[src/rtl/core/sset_pkg.sv]
package sset_pkg;

  localparam int CAPACITY_DEFAULT = 64;
  localparam int VALUE_W          = 32;
  localparam int COUNT_OUT_W      = 7;

  typedef enum logic [1:0] {
    ACT_ADD    = 2'd0,
    ACT_REMOVE = 2'd1,
    ACT_QUERY  = 2'd2,
    ACT_RSVD   = 2'd3
  } action_t;

  typedef struct packed {
    logic ins;
    logic rem;
  } cell_ctrl_t;

endpackage

[src/rtl/core/sset_cell.sv]
module sset_cell import sset_pkg::*; (
  input  logic                      clk,
  input  cell_ctrl_t                ctrl,
  input  logic                      held,
  input  logic                      take_key,
  input  logic signed [VALUE_W-1:0] key,
  input  logic signed [VALUE_W-1:0] left_value,
  input  logic signed [VALUE_W-1:0] right_value,
  output logic signed [VALUE_W-1:0] value,
  output logic                      lt,
  output logic                      eq
);

  logic signed [VALUE_W-1:0] value_next;

  assign lt = held && (value < key);
  assign eq = held && (value == key);

  always_comb begin
    value_next = value;
    if (ctrl.ins && !lt) begin
      value_next = take_key ? key : left_value;
    end else if (ctrl.rem && !lt) begin
      value_next = right_value;
    end
  end

  always_ff @(posedge clk) begin
    value <= value_next;
  end

endmodule

[config.mk]
export PLATFORM = sky130hd
export DESIGN_NAME = sset_cell
export DESIGN_NICKNAME = d
export VERILOG_FILES = /design/src/rtl/core/sset_pkg.sv /design/src/rtl/core/sset_cell.sv
export SDC_FILE = /design/constraint.sdc
export NUM_CORES = 1
export LEC_CHECK = 0
export BUFFER_PORTS_ARGS = -buffer_cell sky130_fd_sc_hd__buf_2
export CAP_MARGIN = 20
export CELL_PAD_IN_SITES_DETAIL_PLACEMENT = 1
export CELL_PAD_IN_SITES_GLOBAL_PLACEMENT = 2
export CORE_ASPECT_RATIO = 1.1
export CORE_UTILIZATION = 28
export CTS_BUF_LIST = sky130_fd_sc_hd__clkbuf_2 sky130_fd_sc_hd__clkbuf_4 sky130_fd_sc_hd__clkbuf_8
export CTS_CLUSTER_DIAMETER = 30
export DETAILED_ROUTE_END_ITERATION = 8
export HOLD_SLACK_MARGIN = 0.06
export PLACE_DENSITY = 0.95
export SYNTH_ARGS = -nofsm -noshare
export SYNTH_HDL_FRONTEND = slang
export SYNTH_SLANG_ARGS = --single-unit
export TNS_END_PERCENT = 10
[constraint.sdc]
create_clock -name clk -period 4 [get_ports clk]
set_input_delay 0.2 -clock clk [delete_from_list [all_inputs] [get_ports clk]]
set_output_delay 0.2 -clock clk [all_outputs]
set_load 0.03 [all_outputs]
---- After elaboration in Yosys (flattened, before gate mapping) ----
Cells that the tools add are included.
word-level totals
  input port bits ......................... 101
  output and inout bits ................... 34
  memory bits (read-only) ................. 0
  register bits after elaboration ......... 32
  RAM bits ................................ 0
  latch bits .............................. 0
  memories kept ........................... 0
cells by class
  magnitude comparators ................... 1
  divide/modulo/power cells ............... 0
  bitwise logic cells ..................... 0
  $mul .................................... 0
  shifts and indexed selects .............. 0
  muxes and demuxes ....................... 3
  eq/ne operators ......................... 1
  reduce and logical (&&, ||, !) cells .... 6
  add/sub/neg operators ................... 0
operators by type and width
  kind                         count
  2-to-1 mux 32 bit            3
  equality test 32 bit         1
  less-than comparator 32 bit  1
  logical AND 1 bit            4
  nonzero test 2 bit           1
  logical NOT 1 bit            1

---- Depth between registers and ports, before layout ----
  depth in word-level cells ............... 6
  gate-level depth with buffers ........... 9

---- Least setup slack after synthesis ----
OpenSTA, ideal clock, no wires.
  path type ............................... reg-to-reg
  from .................................... register value[14]
  to ...................................... register value[0] (enable)
  buffers on the path ..................... 0
  library setup time ...................... 0.422 ns
  data required time ...................... 3.578 ns
  arrival ................................. 3.698 ns
  clock period less this slack ............ 4.120 ns
  cell stages (with the launch flop) ...... 8
  path slack .............................. -0.120 ns
  cell sequence ........................... edfxtp_1 > ha_1 > nand4_1 > nor4_1 > a21bo_2 > a31oi_2 > o21ai_0 > nor2_1
between the ends
  cells in the longest elaborated chain, start to end .. 5
  elaborated cells between the ends (all ways) .. 6
ends and longest elaborated chain
  what                                         line                              text
  start, declared                              sset_cell.sv:9                    output logic signed [VALUE_W-1:0] value,
  start signal, assigned                       sset_cell.sv:29                   value <= value_next;
  less-than comparator 32 bit *                sset_cell.sv:16                   assign lt = held && (value < key);
  logical AND 1 bit *                          sset_cell.sv:16
  net lt                                       sset_cell.sv:10                   output logic lt,
  logical NOT 1 bit *                          sset_cell.sv:21, sset_cell.sv:23
  logical AND 1 bit, on equally long branches  sset_cell.sv:21, sset_cell.sv:23
  nonzero test 2 bit (no source line) *        n/a
The timed path passes the listed nets; every way through them passes the cells marked *.
A chain may end at the register's enable or synchronous reset.

---- Worst setup path after layout ----
  from .................................... register value[13]
  to ...................................... register value[12] (enable)
between the ends
  cells in the longest elaborated chain, start to end .. 5
  elaborated cells between the ends (all ways) .. 6
ends and longest elaborated chain
  what                                         line
  less-than comparator 32 bit *                sset_cell.sv:16
  logical AND 1 bit *                          sset_cell.sv:16
  logical NOT 1 bit *                          sset_cell.sv:21, sset_cell.sv:23
  logical AND 1 bit, on equally long branches  sset_cell.sv:21, sset_cell.sv:23
  nonzero test 2 bit (no source line) *        n/a
Every way passes the cells marked *; elsewhere a longest branch is shown, timed or not.

==> impl_metrics.tcl <==
set metrics [dict create \
    dieArea_um2 9620 \
    ant_nets 0 \
    route.detailed.drc 0 \
    syn_inst 226 \
    cp_cell_sequence "ha_1 -> nand4_1 -> nor4_1 -> a21bo_2 -> a31oi_2 -> o21ai_0 -> nor2_4 -> buf_4" \
    syn_nets 359 \
    die_w_um 93.6 \
    crit_path_start_kind "register" \
    clock-sinks 32 \
    drive_gt1_share_pct 57.5 \
    max_freq_ghz 0.304 \
    rsz0062_at_grt "no" \
    initial_core_util_pct 29.0 \
    clock_path_buffers 2 \
    period_share_pct 82.1 \
    grt_pass1_wl_mm 11.3 \
    cts_tree "yes" \
    fin_util_pct 38.8 \
    synth_cell_types 25 \
    dr.pass1.iters 4 \
    fin_crit_ns 3.29 \
    maxCapViolCount 0 \
    wl_mm 7.22 \
    met2_usage_pct 28.9 \
    nets 495 \
    reg_top3 "value: 32 flops" \
    leakage_nw 1.68 \
    tightest_slew_ns 0.764 \
    synth_top_area_cell "edfxtp_1" \
    place_ws_ns 0.690 \
    yosys-top-cells-area "edfxtp_1 (37%), mux2_2 (27%), ha_1 (15%), inv_1 (4.8%), a21oi_1 (2.9%)" \
    via_count 2206 \
    cp-end-kind "register" \
    setup_violations 0 \
    worst_path_max_delay_cell "nor4_1" \
    io_pins 135 \
    mappedNetlistArea_um2 2580 \
    met3_usage_pct 2.95 \
    grt_usage_pct 15.3 \
    cts-root-buf "clkbuf_8" \
    gr-usage-met1_pct 17.8 \
    grt.busiest_layer "met2" \
    rows 36 \
    grt_overflow 0 \
    clkTransAtPathRegs_ns 0.07 \
    syn_area_per_cell_um2 11.4 \
    ys_warn_count 0 \
    crit_type "reg2reg" \
    ys_ff_latch 32 \
    cts_made_buffers 5 \
    fin_total_pwr_mw 1.35 \
    outcome "completed" \
    hold_path.class "in2reg" \
    post-dp-hpwl_mm 6.06 \
    layout_setup_ws_ns 0.714 \
    detail_route.wl_per_cell_um 15.2 \
    grt_max_degree 33 \
    drv_slew 0 \
    hold_viol_final 0 \
    final_cell_mix "buf_2 (134), mux2_2 (62), inv_1 (33), ha_1 (32), edfxtp_1 (32)" \
    io_buffers 134 \
    synth_top_area_share_pct 37.2 \
    path_max_fanout 20 \
    p_per_area_nw_per_um2 390 \
    skew_ns 0.00530 \
    grt_pass1_vias 2375 \
    diodes 0 \
    layout_commonest_cell "buf_2" \
    vias_per_cell 4.63 \
    setup_tns_ns 0 \
    peakVddDrop_mv 0.132 \
    cts_resized 0 \
    ctsHoldBuffers 0 \
    largest_reg_flops 32 \
    grt_antenna_before_repair 1 \
    seq_area_frac_synth_pct 37.2 \
    slew-limit-headroom_pct 49.1 \
    drt_iter0_drc 16 \
    core_area_um2 8920 \
    slowest_delay_ns 0.44 \
    worstPathArrival_ns 3.24 \
    postCtsSetupBuffers 0 \
    gp_congestion 0.773 \
    regMostFlops "value" \
    syn_to_final_growth_pct 33.9 \
    cp_data_required_time_ns 3.96 \
    htreeDepth 2 \
    fp.dieH_um 103 \
    clk_latency_ns 0.28 \
]
## critical path: cells and delay by family (launching register included)
family	cells	cell delay (ns)
simple gates	3	1.08
compound gates	3	0.75
flops	1	0.42
buf+inv	1	0.37
fa+ha+maj	1	0.33
## cell type report
class | instances | area, um^2
clock buffer | 5 | 68.8
clock inverter | 2 | 7.51
fill | 1047 | 5460
inverter | 33 | 124
multi-input combinational | 154 | 1460
sequential | 32 | 961
tap | 114 | 143
timing repair buffer | 136 | 698
## report_power, final
group          switching (mW)  internal, mW
sequential             0.0385         0.469
combinational           0.367         0.241
clock                   0.119         0.115
## synth_stat cells
cell and instances:
o21ai_0 6, a21bo_2 1, or3_4 1, o211ai_4 1
nor4_1 2, a221o_1 1, a21o_1 1, ha_1 32
nand4_1 5, a21oi_1 15, mux2_2 62, buf_6 3
o211ai_1 1, edfxtp_1 32, mux2_1 2, inv_1 33
clkbuf_1 4, nand2_1 11, a22oi_1 1, nor2b_1 1
and3_1 1, a31oi_2 1, nand3_1 2, nand3b_1 1
nor2_1 6
## metal layers
layer,up-vias,share of wire [%]
li1,1094,-
met2,71,53
met1,1033,40
met5,-,0.18
met4,2,0.68
met3,6,5.8
## metrics by stage
stage	cell area (um^2)	hold WS, ns	std cells
2_1_floorplan	2590	0.404	226
3_3_place_gp	3380	0.491	469
3_5_place_dp	3380	0.506	469
4_1_cts	3460	0.208	476
5_1_grt	3460	0.210	476
6_report	3460	0.218	476
## worst paths after layout
| kind | start | slack [ns] | depth (start not counted) | to |
|---|---|---|---|---|
| worst max-delay path | value[13]$_DFFE_PP_ | 0.71 | 8 | value[12]$_DFFE_PP_ |
| worst min-delay path | right_value[5] | 0.22 | 2 | value[5]$_DFFE_PP_ |
| worst max register to register | value[13]$_DFFE_PP_ | 0.71 | 8 | value[12]$_DFFE_PP_ |
| worst min register to register | value[31]$_DFFE_PP_ | 1.36 | 4 | value[29]$_DFFE_PP_ |
## cell families after synthesis
group,synth area share [%]
AOI/OAI and AO/OA,7.02
buffers and inverters,6.68
adders and majority gates,15.5
DFF,37.2
and+or+nand+nor,5.76
muxes,27.9
No activity file was read; power rests on OpenSTA's default activity.
